### src/rtl/odlc_pkg.sv
// ----------------------------------------------------------------------------
// odlc_pkg
// Types and constants shared by the lamp controller modules.
// ----------------------------------------------------------------------------
package odlc_pkg;

	localparam logic [2:0] ACT_TICK     = 3'd0;
	localparam logic [2:0] ACT_MODE     = 3'd1;
	localparam logic [2:0] ACT_UP       = 3'd2;
	localparam logic [2:0] ACT_DOWN     = 3'd3;
	localparam logic [2:0] ACT_PRESENCE = 3'd4;
	localparam logic [2:0] ACT_SAMPLE   = 3'd5;

	localparam logic [2:0] REG_BAND_DARKEST = 3'd0;
	localparam logic [2:0] REG_BAND_DIM     = 3'd1;
	localparam logic [2:0] REG_BAND_MIDDLE  = 3'd2;
	localparam logic [2:0] REG_BAND_BRIGHT  = 3'd3;
	localparam logic [2:0] REG_BAND_TOP     = 3'd4;
	localparam logic [2:0] REG_VACANCY      = 3'd5;
	localparam logic [2:0] REG_TICKS        = 3'd6;

	localparam logic [2:0] LEVEL_MAX    = 3'd4;
	localparam logic [2:0] LEVEL_MEDIUM = 3'd2;
	localparam logic [6:0] PWM_STEPS    = 7'd100;

	typedef struct packed {
		logic [2:0]  action;
		logic [11:0] light_level;
	} req_item_t;

	typedef struct packed {
		logic       lamp_on;
		logic [2:0] level;
		logic       auto_mode;
		logic       occupied;
	} rsp_item_t;

	typedef struct packed {
		logic [11:0] band_darkest;
		logic [11:0] band_dim;
		logic [11:0] band_middle;
		logic [11:0] band_bright;
		logic [11:0] band_top;
		logic [15:0] vacancy_seconds;
		logic [13:0] ticks_per_second;
	} cfg_t;

	typedef struct packed {
		logic        mode_is_auto;
		logic [2:0]  level;
		logic        present;
		logic        timing_active;
		logic [13:0] tick_prescale;
		logic [15:0] elapsed_seconds;
		logic [6:0]  pwm_phase;
		logic        drive_out;
	} lamp_state_t;

	function automatic logic [6:0] duty_of_level(input logic [2:0] lvl);
		logic [6:0] d;
		begin
			unique case (lvl)
				3'd0: d = 7'd0;
				3'd1: d = 7'd25;
				3'd2: d = 7'd50;
				3'd3: d = 7'd75;
				3'd4: d = 7'd100;
				default: d = 7'd0;
			endcase
			return d;
		end
	endfunction

endpackage

### src/rtl/occupancy_dimmer_lamp_controller_unit.sv
// ----------------------------------------------------------------------------
// occupancy_dimmer_lamp_controller_unit
// Manual/auto lamp dimmer with vacancy timer and 100-step PWM.
// ----------------------------------------------------------------------------
// Every accepted item gives exactly one result item. One item is taken per
// cycle while req_stall is low; a result is offered after its item has
// passed the input register and the state update into the result register,
// where rsp_stall can hold it.
// Throughput is one item per cycle, set by the state_q update loop, and holds
// while the result side takes results as fast as they come.
// Configuration registers are written through cfg_wr_en/cfg_index/cfg_data;
// the user must do so only while no item is in flight (not enforced).
module occupancy_dimmer_lamp_controller_unit (
	input  logic                clk,
	input  logic                arst_n,
	input  logic                req_valid,
	output logic                req_stall,
	input  odlc_pkg::req_item_t req_item,
	output logic                rsp_valid,
	input  logic                rsp_stall,
	output odlc_pkg::rsp_item_t rsp_item,
	input  logic                cfg_wr_en,
	input  logic [2:0]          cfg_index,
	input  logic [15:0]         cfg_data
);
	import odlc_pkg::*;

	logic        valid_s1;
	req_item_t   item_s1;
	logic        advance;
	cfg_t        cfg_q;
	lamp_state_t state_q;
	lamp_state_t state_nxt;
	rsp_item_t   rsp_q;
	logic        rsp_valid_q;

	assign advance   = valid_s1 && (!rsp_valid_q || !rsp_stall);
	assign req_stall = valid_s1 && !advance;
	assign rsp_valid = rsp_valid_q;
	assign rsp_item  = rsp_q;

	odlc_step u_step (
		.item (item_s1),
		.cfg  (cfg_q),
		.cur  (state_q),
		.nxt  (state_nxt)
	);

	always_ff @(posedge clk or negedge arst_n) begin
		if (!arst_n) begin
			cfg_q.band_darkest     <= 12'd500;
			cfg_q.band_dim         <= 12'd1000;
			cfg_q.band_middle      <= 12'd2000;
			cfg_q.band_bright      <= 12'd3000;
			cfg_q.band_top         <= 12'd4095;
			cfg_q.vacancy_seconds  <= 16'd10;
			cfg_q.ticks_per_second <= 14'd10000;
		end else if (cfg_wr_en) begin
			unique case (cfg_index)
				REG_BAND_DARKEST: cfg_q.band_darkest     <= cfg_data[11:0];
				REG_BAND_DIM:     cfg_q.band_dim         <= cfg_data[11:0];
				REG_BAND_MIDDLE:  cfg_q.band_middle      <= cfg_data[11:0];
				REG_BAND_BRIGHT:  cfg_q.band_bright      <= cfg_data[11:0];
				REG_BAND_TOP:     cfg_q.band_top         <= cfg_data[11:0];
				REG_VACANCY:      cfg_q.vacancy_seconds  <= cfg_data;
				REG_TICKS:        cfg_q.ticks_per_second <= cfg_data[13:0];
				default: begin
				end
			endcase
		end
	end

	always_ff @(posedge clk or negedge arst_n) begin
		if (!arst_n) begin
			valid_s1    <= 1'b0;
			rsp_valid_q <= 1'b0;
			state_q     <= '{mode_is_auto: 1'b0, level: LEVEL_MEDIUM, present: 1'b1,
			                 timing_active: 1'b0, tick_prescale: '0,
			                 elapsed_seconds: '0, pwm_phase: '0, drive_out: 1'b0};
		end else begin
			if (!req_stall) begin
				valid_s1 <= req_valid;
			end
			if (advance) begin
				rsp_valid_q <= 1'b1;
				state_q     <= state_nxt;
			end else if (!rsp_stall) begin
				rsp_valid_q <= 1'b0;
			end
		end
	end

	always_ff @(posedge clk) begin
		if (req_valid && !req_stall) begin
			item_s1 <= req_item;
		end
		if (advance) begin
			rsp_q.lamp_on   <= state_nxt.drive_out;
			rsp_q.level     <= state_nxt.level;
			rsp_q.auto_mode <= state_nxt.mode_is_auto;
			rsp_q.occupied  <= state_nxt.present;
		end
	end

`ifndef SYNTH
	a_level_range: assert property (@(posedge clk) disable iff (!arst_n)
		state_q.level <= LEVEL_MAX)
		else $error("brightness level out of range");

	a_phase_range: assert property (@(posedge clk) disable iff (!arst_n)
		state_q.pwm_phase < PWM_STEPS)
		else $error("pwm phase out of range");

	a_lit_needs_presence: assert property (@(posedge clk) disable iff (!arst_n)
		rsp_valid_q |-> (!rsp_q.lamp_on || rsp_q.occupied))
		else $error("lamp lit while vacant");

	a_prescale_frozen: assert property (@(posedge clk) disable iff (!arst_n)
		!state_q.timing_active |=> $stable(state_q.tick_prescale))
		else $error("prescaler moved while timing stopped");
`endif

endmodule

### src/rtl/odlc_step.sv
// ----------------------------------------------------------------------------
// odlc_step
// Next-state logic: applies one item to the controller state.
// ----------------------------------------------------------------------------
module odlc_step (
	input  odlc_pkg::req_item_t   item,
	input  odlc_pkg::cfg_t        cfg,
	input  odlc_pkg::lamp_state_t cur,
	output odlc_pkg::lamp_state_t nxt
);
	import odlc_pkg::*;

	logic [13:0] prescale_inc;
	logic [15:0] seconds_inc;
	logic [6:0]  phase_inc;
	logic [11:0] l;

	assign prescale_inc = cur.tick_prescale + 14'd1;
	assign seconds_inc  = cur.elapsed_seconds + 16'd1;
	assign phase_inc    = cur.pwm_phase + 7'd1;
	assign l            = item.light_level;

	always_comb begin
		nxt = cur;
		unique case (item.action)
			ACT_TICK: begin
				if (cur.timing_active) begin
					if (prescale_inc >= cfg.ticks_per_second) begin
						nxt.tick_prescale   = '0;
						nxt.elapsed_seconds = seconds_inc;
						if (seconds_inc >= cfg.vacancy_seconds) begin
							nxt.timing_active = 1'b0;
							nxt.present       = 1'b0;
						end
					end else begin
						nxt.tick_prescale = prescale_inc;
					end
				end
				nxt.pwm_phase = (phase_inc >= PWM_STEPS) ? 7'd0 : phase_inc;
				nxt.drive_out = nxt.present && (nxt.pwm_phase < duty_of_level(cur.level));
			end
			ACT_MODE: begin
				nxt.mode_is_auto = !cur.mode_is_auto;
				if (cur.mode_is_auto) begin
					nxt.present = 1'b1;
				end else begin
					nxt.level           = LEVEL_MEDIUM;
					nxt.elapsed_seconds = '0;
					nxt.timing_active   = 1'b1;
				end
			end
			ACT_UP: begin
				if (!cur.mode_is_auto) begin
					nxt.level = (cur.level >= LEVEL_MAX) ? 3'd0 : cur.level + 3'd1;
				end
			end
			ACT_DOWN: begin
				if (!cur.mode_is_auto) begin
					nxt.level = (cur.level == 3'd0) ? LEVEL_MAX : cur.level - 3'd1;
				end
			end
			ACT_PRESENCE: begin
				if (cur.mode_is_auto) begin
					nxt.present         = 1'b1;
					nxt.elapsed_seconds = '0;
					nxt.timing_active   = 1'b1;
				end
			end
			ACT_SAMPLE: begin
				if (cur.mode_is_auto && cur.present) begin
					priority if (l > 12'd0 && l < cfg.band_darkest) begin
						nxt.level = 3'd4;
					end else if (l > cfg.band_darkest && l < cfg.band_dim) begin
						nxt.level = 3'd3;
					end else if (l > cfg.band_dim && l < cfg.band_middle) begin
						nxt.level = 3'd2;
					end else if (l > cfg.band_middle && l < cfg.band_bright) begin
						nxt.level = 3'd1;
					end else if (l > cfg.band_bright && l < cfg.band_top) begin
						nxt.level = 3'd0;
					end else begin
						nxt.level = cur.level;
					end
				end
			end
			default: begin
				nxt = cur;
			end
		endcase
	end

endmodule

### config.mk
export PLATFORM = sky130hd
export DESIGN_NAME = occupancy_dimmer_lamp_controller_unit
export DESIGN_NICKNAME = d
export VERILOG_FILES = /design/src/rtl/odlc_pkg.sv /design/src/rtl/occupancy_dimmer_lamp_controller_unit.sv /design/src/rtl/odlc_step.sv
export SDC_FILE = /design/constraint.sdc
export NUM_CORES = 1
export LEC_CHECK = 0
export ABC_AREA = 0
export BUFFER_PORTS_ARGS = -buffer_cell sky130_fd_sc_hd__buf_2
export CORE_MARGIN = 8
export CORE_UTILIZATION = 38
export DETAILED_ROUTE_END_ITERATION = 16
export GPL_TIMING_DRIVEN = 0
export PLACE_DENSITY = 0.65
export SLEW_MARGIN = 15
export SYNTH_ARGS = -nofsm -noshare
export SYNTH_HDL_FRONTEND = slang
export SYNTH_SLANG_ARGS = --single-unit
### constraint.sdc
create_clock -name clk -period 3 [get_ports clk]
set_input_delay 0.15 -clock clk [delete_from_list [all_inputs] [get_ports clk]]
set_output_delay 0.15 -clock clk [all_outputs]
set_load 0.03 [all_outputs]
# --- Yosys cells after proc, flatten, opt, wreduce, memory -nomap -nowiden ---
# Cells that the tools add are included.
word_totals:
  reg_bits: 157
  inputBits: 39
  elab_cells: 126
classes:
  addsub: 5
  n_lt_le_gt_ge: 15
  n_eq_ne: 20
  muxes: 32
  reduce_logical: 31
op_table:
  columns: ["cell", "n"]
  rows:
  - ["$mux W32", 2]
  - ["$lt A12 B12 Y1", 5]
  - ["$gt A12 B12 Y1", 4]
  - ["$mux W16", 3]
  - ["$pmux W16 S3", 1]
  - ["$mux W3", 11]
  - ["$pmux W7 S4", 1]
  - ["$eq A3 B2 Y1 const B", 6]
  - ["$eq A3 B3 Y1 const B", 6]
  - ["$add A16 B1 Y16 const B", 1]
  - ["$ge A16 B16 Y1", 1]
  - ["$reduce_and A2 Y1", 8]
  - ["$add A14 B1 Y14 const B", 1]
  - ["$ge A14 B14 Y1", 1]
  - ["$mux W14", 1]
  - ["$mux W7", 2]
  - ["$gt A12 B1 Y1 const B", 1]
  - ["$pmux W3 S4", 1]
  - ["$logic_and A1 B1 Y1", 10]
  - ["$eq A3 B1 Y1 const B", 3]
  - ["$logic_not A3 Y1", 3]
  - ["$add A7 B1 Y7 const B", 1]
  - ["$ge A7 B7 Y1 const B", 1]
  - ["$lt A7 B7 Y1", 1]
  - ["other kinds (14)", 28]

# --- Depth between registers and ports, before layout ---
depth:
  ltp_word: 9
  mapped_depth: 15

# --- Cells and area by module ---
# Synthesis repeated with hierarchy kept, for this count alone.
unflattened:
  hier_cells: 924
  hier_area_um2: 10084.7
by_module_without_submodules:
  columns: ["module", "n_inst", "cells_each", "area_per_inst_um2"]
  rows:
  - ["occupancy_dimmer_lamp_controller_unit", 1, 316, 5933.2]
  - ["odlc_step", 1, 608, 4151.5]

# --- Worst setup path before layout ---
# No wires, ideal clock.
synth_path:
  kind: "flip-flop to flip-flop"
  from: "reg state_q[8] (netlist bit)"
  to: "reg rsp_q (netlist bit rsp_item[5]) (data pin)"
  setup_time_ps: 170
  arrival_time_ps: 2677
  slack_ps: 153
  path_stages_with_launch: 13
  synth_period_minus_slack_ps: 2847
  path_cell_list: "dfrtp_1 > ha_1 > nand3_2 > nor2_1 > nand3_1 > xnor2_1 > ha_1 > a21o_1 > a21oi_1 > o311ai_1 > a211oi_2 > o211ai_2 > o32ai_2"
synth_lines:
  columns: ["element", "line", "rtl"]
  rows:
  - ["from (decl)", "occupancy_dimmer_lamp_controller_unit.sv:32", "lamp_state_t state_q;"]
  - ["from (signal assigned)", "occupancy_dimmer_lamp_controller_unit.sv:77", "state_q <= '{mode_is_auto: 1'b0, level: LEVEL_MEDIUM, present: 1'b1,"]
  - ["from (signal assigned)", "occupancy_dimmer_lamp_controller_unit.sv:86", "state_q <= state_nxt;"]
  - ["to (decl)", "occupancy_dimmer_lamp_controller_unit.sv:34", "rsp_item_t rsp_q;"]

# --- Worst setup path in the final report ---
layout_path:
  from: "reg state_q[24] (netlist bit)"
  to: "reg state_q[30] (netlist bit)"
layout_between:
  elab_chain_cells: 5
layout_lines:
  columns: ["element", "line", "rtl"]
  rows:
  - ["$add A14 B1 Y14 *", "odlc_step.sv:18", "assign prescale_inc = cur.tick_prescale + 14'd1;"]
  - ["$ge A14 B14 Y1", "odlc_step.sv:28", "if (prescale_inc >= cfg.ticks_per_second) begin"]
  - ["$mux W14 *", "odlc_step.sv:28", null]
  - ["$mux W32 *", "odlc_step.sv:27", "if (cur.timing_active) begin"]
  - ["$mux W32 *", "odlc_step.sv:25", "unique case (item.action)"]
# Mark *: on every way between the ends. The rest lies on a longest branch, timed or not. The select of a mux whose other input is x is not followed.
# A chain may end at the register's enable or synchronous reset.

==> summary.txt <==
Run status
  – Status: finished, final reports clean

Floorplan
  – DIE AREA: 30590 um^2
  – Row count: 58
  – Die X-Extent: 174.9 um
  – Initial Util: 38.43%
  – Die Ht: 174.9 um
  – I/O pin cnt: 47
  – Core outline area: 24960 um^2

Placement
  – Final HPWL DP: 16320 um
  – IO buf count: 46
  – RePlAce Congestion: 0.8172
  – Placement Setup Slack: -0.4872 ns
  – Dpl cell area: 10270 um^2

Global route
  – Number of global-route vias before repair: 7534
  – Pin count of the biggest net entering global routing: 92
  – GRT busiest layer: met2
  – M3 GR Usage: 3.087%
  – First-pass GRT wire length: 37800 um
  – Grt met2 use: 24.76%
  – Grt met1 use: 20.13%
  – GRT Util Overall: 15.25%
  – GRT overflow: 0
  – Initial antenna violation count: 1

Yosys
  – Yosys reg bits: 157
  – Post-synth top cells: 105 x ha_1, 101 x nand2_1, 98 x inv_1, 90 x dfrtp_1, 74 x o21ai_0
  – Count leader, synth: ha_1
  – Cell area after synthesis: 9594 um^2
  – Warnings, synthesis: 0
  – Cells after Synth: 964
  – Register area share after synthesis: 42.64%
  – Yosys top cell area share: 23.47%
  – Ranking of synthesized cells by area: dfrtp_1 23%, ha_1 14%, dfstp_2 13%
  – Most used flip-flop cell after synthesis: dfrtp_1
  – Yosys cell types: 81
  – EDFF count, synth: 21
  – Cell taking the most area after synthesis: dfrtp_1
  – Avg Synthesized Cell Area: 9.952 um^2
  – Synthesized Nets: 1108
  – Asr flop ratio synth: 86.62%

CTS
  – Worst-path clk slew: 0.07 ns
  – Total CTS buffers: 17
  – Clk_lat worst skew: 0.43 ns
  – Root Driver: clkbuf_16
  – CTS max path bufs: 2
  – CTS tree: built
  – CTS Sinks: 157
  – H-tree level count: 4

Cells and area
  – Reg area: 4108 um^2
  – Final Cell Area: 11730 um^2
  – Fillers: 2330
  – # diodes: 0
  – Area of the multi-input gates: 5368 um^2
  – Layout cells sized above 1: 28.21%
  – Layout area overhead: 22.27%
  – Nets: 1230

STA
  – Final worst slack: 0.04084 ns
  – Post-layout minimum cycle time: 2.959 ns
  – Hold Fails Final Rpt: 0
  – Endpoints failing setup: 0
  – Fin Clk Skew: 0.01045 ns
  – Tcrit/Tclk final: 98.64%
  – Worst-margin pin slew: 0.7829 ns
  – Fin. max-slew vios: 0
  – Relative slew margins: 47.46%
  – FMAX: 337.9 MHz
  – Fin Setup TNS: 0 ns

Setup path
  – Worst path max stage delay: 0.42 ns
  – Setup crit end kind: flop
  – Setup CP Type: reg2reg
  – Critical path startpoint category: flop
  – Crit path DAT: 3.32 ns
  – Slowest CP cell: dfrtp_2
  – CP dominant cell by count: and3_4
  – CP Cell Sequence: nand3_2, nor2_2, and3_4, and3_4, xor2_2, ha_1, a211oi_2, o21ai_2, a21o_1, and2_2, clkbuf_8, o21ai_0, a22o_1
  – Required time worst endpoint: 3.36 ns
  – Crit-path max FO: 10

Pwr
  – Worst vdd ir: 0.0003727 V
  – Leak: 0.005249 uW
  – Cell Pwr Density: 621.1 nW/um^2
  – Overall Power: 7287 uW

Detailed routing
  – Vias: 7448
  – Post-DR wirelength/cell: 16.44 um
  – DR pass1 iterations: 5
  – DRT iter0 DRCs: 384
  – Detailed-route vias per instance: 5.212
  – Residual DRC: 0
  – Final wirelength: 23490 um
  – Post-DRT Antenna Nets: 0

Run
  – Max Cap Viol: 0

Min path
  – Worst hold path type: in2reg
[worst max-delay path: cells and delay by family (launching register included)]
family / cells / cell delay [ns]
AND/OR/NAND/NOR: 5 / 0.96
AO/OA/AOI/OAI: 5 / 0.89
flip-flops: 1 / 0.42
adder cells (fa/ha/maj): 1 / 0.27
buffers and inverters: 1 / 0.19
XOR/XNOR: 1 / 0.16
[sequential cells by signal (all words and copies together) (netlist names)]
name / count
cfg_q: 90
item_s1: 15
rsp_item: 6
rsp_valid: 1
state_q: 44
valid_s1: 1
[power breakdown]
part | internal (uW) | switching [uW] | leakage (uW) | total (uW)
Combinational | 1030 | 1240 | 0.00316 | 2270
Clock | 1230 | 908 | 0.000280 | 2140
Sequential | 2650 | 237 | 0.00181 | 2880
[routing by layer]
layer / part of all wire [%] / routed length, um
met1: 47 / 10950
met2: 47 / 11150
met3: 3.9 / 923
met4: 2.0 / 463
met5: 0 / 0
[final cells by class]
type | count | area share, %
inverters | 101 | 3.232
plain buffers | 25 | 1.173
well taps | 330 | 3.520
clock inverters | 14 | 1.216
flip-flops and latches | 157 | 35.01
multi-input cells | 680 | 45.75
clock buffers | 18 | 3.658
repair buffers | 104 | 6.431
[logic make-up after synthesis]
kind of cell	after synthesis	synth area share, %
muxes	56	6.573
buffers and inverters	127	5.190
AOI/OAI and AO/OA	229	15.49
xor gates and xnor gates	34	3.104
adders and majority gates	105	13.69
and+or+nand+nor	256	13.30
DFF	157	42.64
[repair_timing]
item | in CTS | in global routing
endpoints found under the hold margin | 68 | 0
cloned | 0 | 1
setup endpoints to repair | 33 | 33
buffers inserted | 14 | 20
resized for setup | 38 | 52
hold buffers | 22 | 0
pin swaps | 10 | 28
[stage by stage]
| stage | hold slack [ns] | utilization (%) | instances |
|---|---|---|---|
| after floorplan | -0.1456 | - | 964 |
| after global placement | 0.3259 | 41.01 | 1340 |
| after detailed placement | 0.08372 | 41.16 | 1341 |
| after CTS | 0.02592 | 45.32 | 1409 |
| after global routing | 0.03546 | 46.99 | 1429 |
| final | 0.04220 | 46.99 | 1429 |
[placed cells by master, fill, tap and decap left out, types with 8 or more instances in the layout]
master,instances
a21o_1,13
dlygate4sd3_1,22
ha_1,101
inv_1,98
dfstp_2,46
nor2_1,31
nand4_1,9
dfrtp_1,77
a21oi_1,44
buf_4,35
buf_2,50
nor3_1,10
xor2_1,10
nand2b_1,12
a31oi_1,8
dfrtp_2,13
o31ai_1,11
o21ai_0,70
nand3_1,17
o21ai_1,18
clkbuf_16,17
xnor2_1,15
nor2b_1,15
mux2_2,53
and3_1,8
edfxtp_1,21
nand2_1,99
clkbuf_1,14
[final timing paths]
path / from / end / slack (ns) / depth (start not counted)
max in group asynchronous: arst_n / cfg_q[40]$_DFFE_PN1P_ / 1.96 / 3
min in group asynchronous: arst_n / state_q[21]$_DFFE_PN0P_ / 0.23 / 2
hold reg to reg: state_q[0]$_DFFE_PN0P_ / state_q[0]$_DFFE_PN0P_ / 0.48 / 2
setup reg to reg: state_q[24]$_DFFE_PN0P_ / state_q[30]$_DFFE_PN0P_ / 0.04 / 13
setup / recovery: state_q[24]$_DFFE_PN0P_ / state_q[30]$_DFFE_PN0P_ / 0.04 / 13
hold / removal: cfg_data[2] / cfg_q[80]$_DFFE_PN1P_ / 0.04 / 3
No activity file was read; power rests on OpenSTA's default activity.
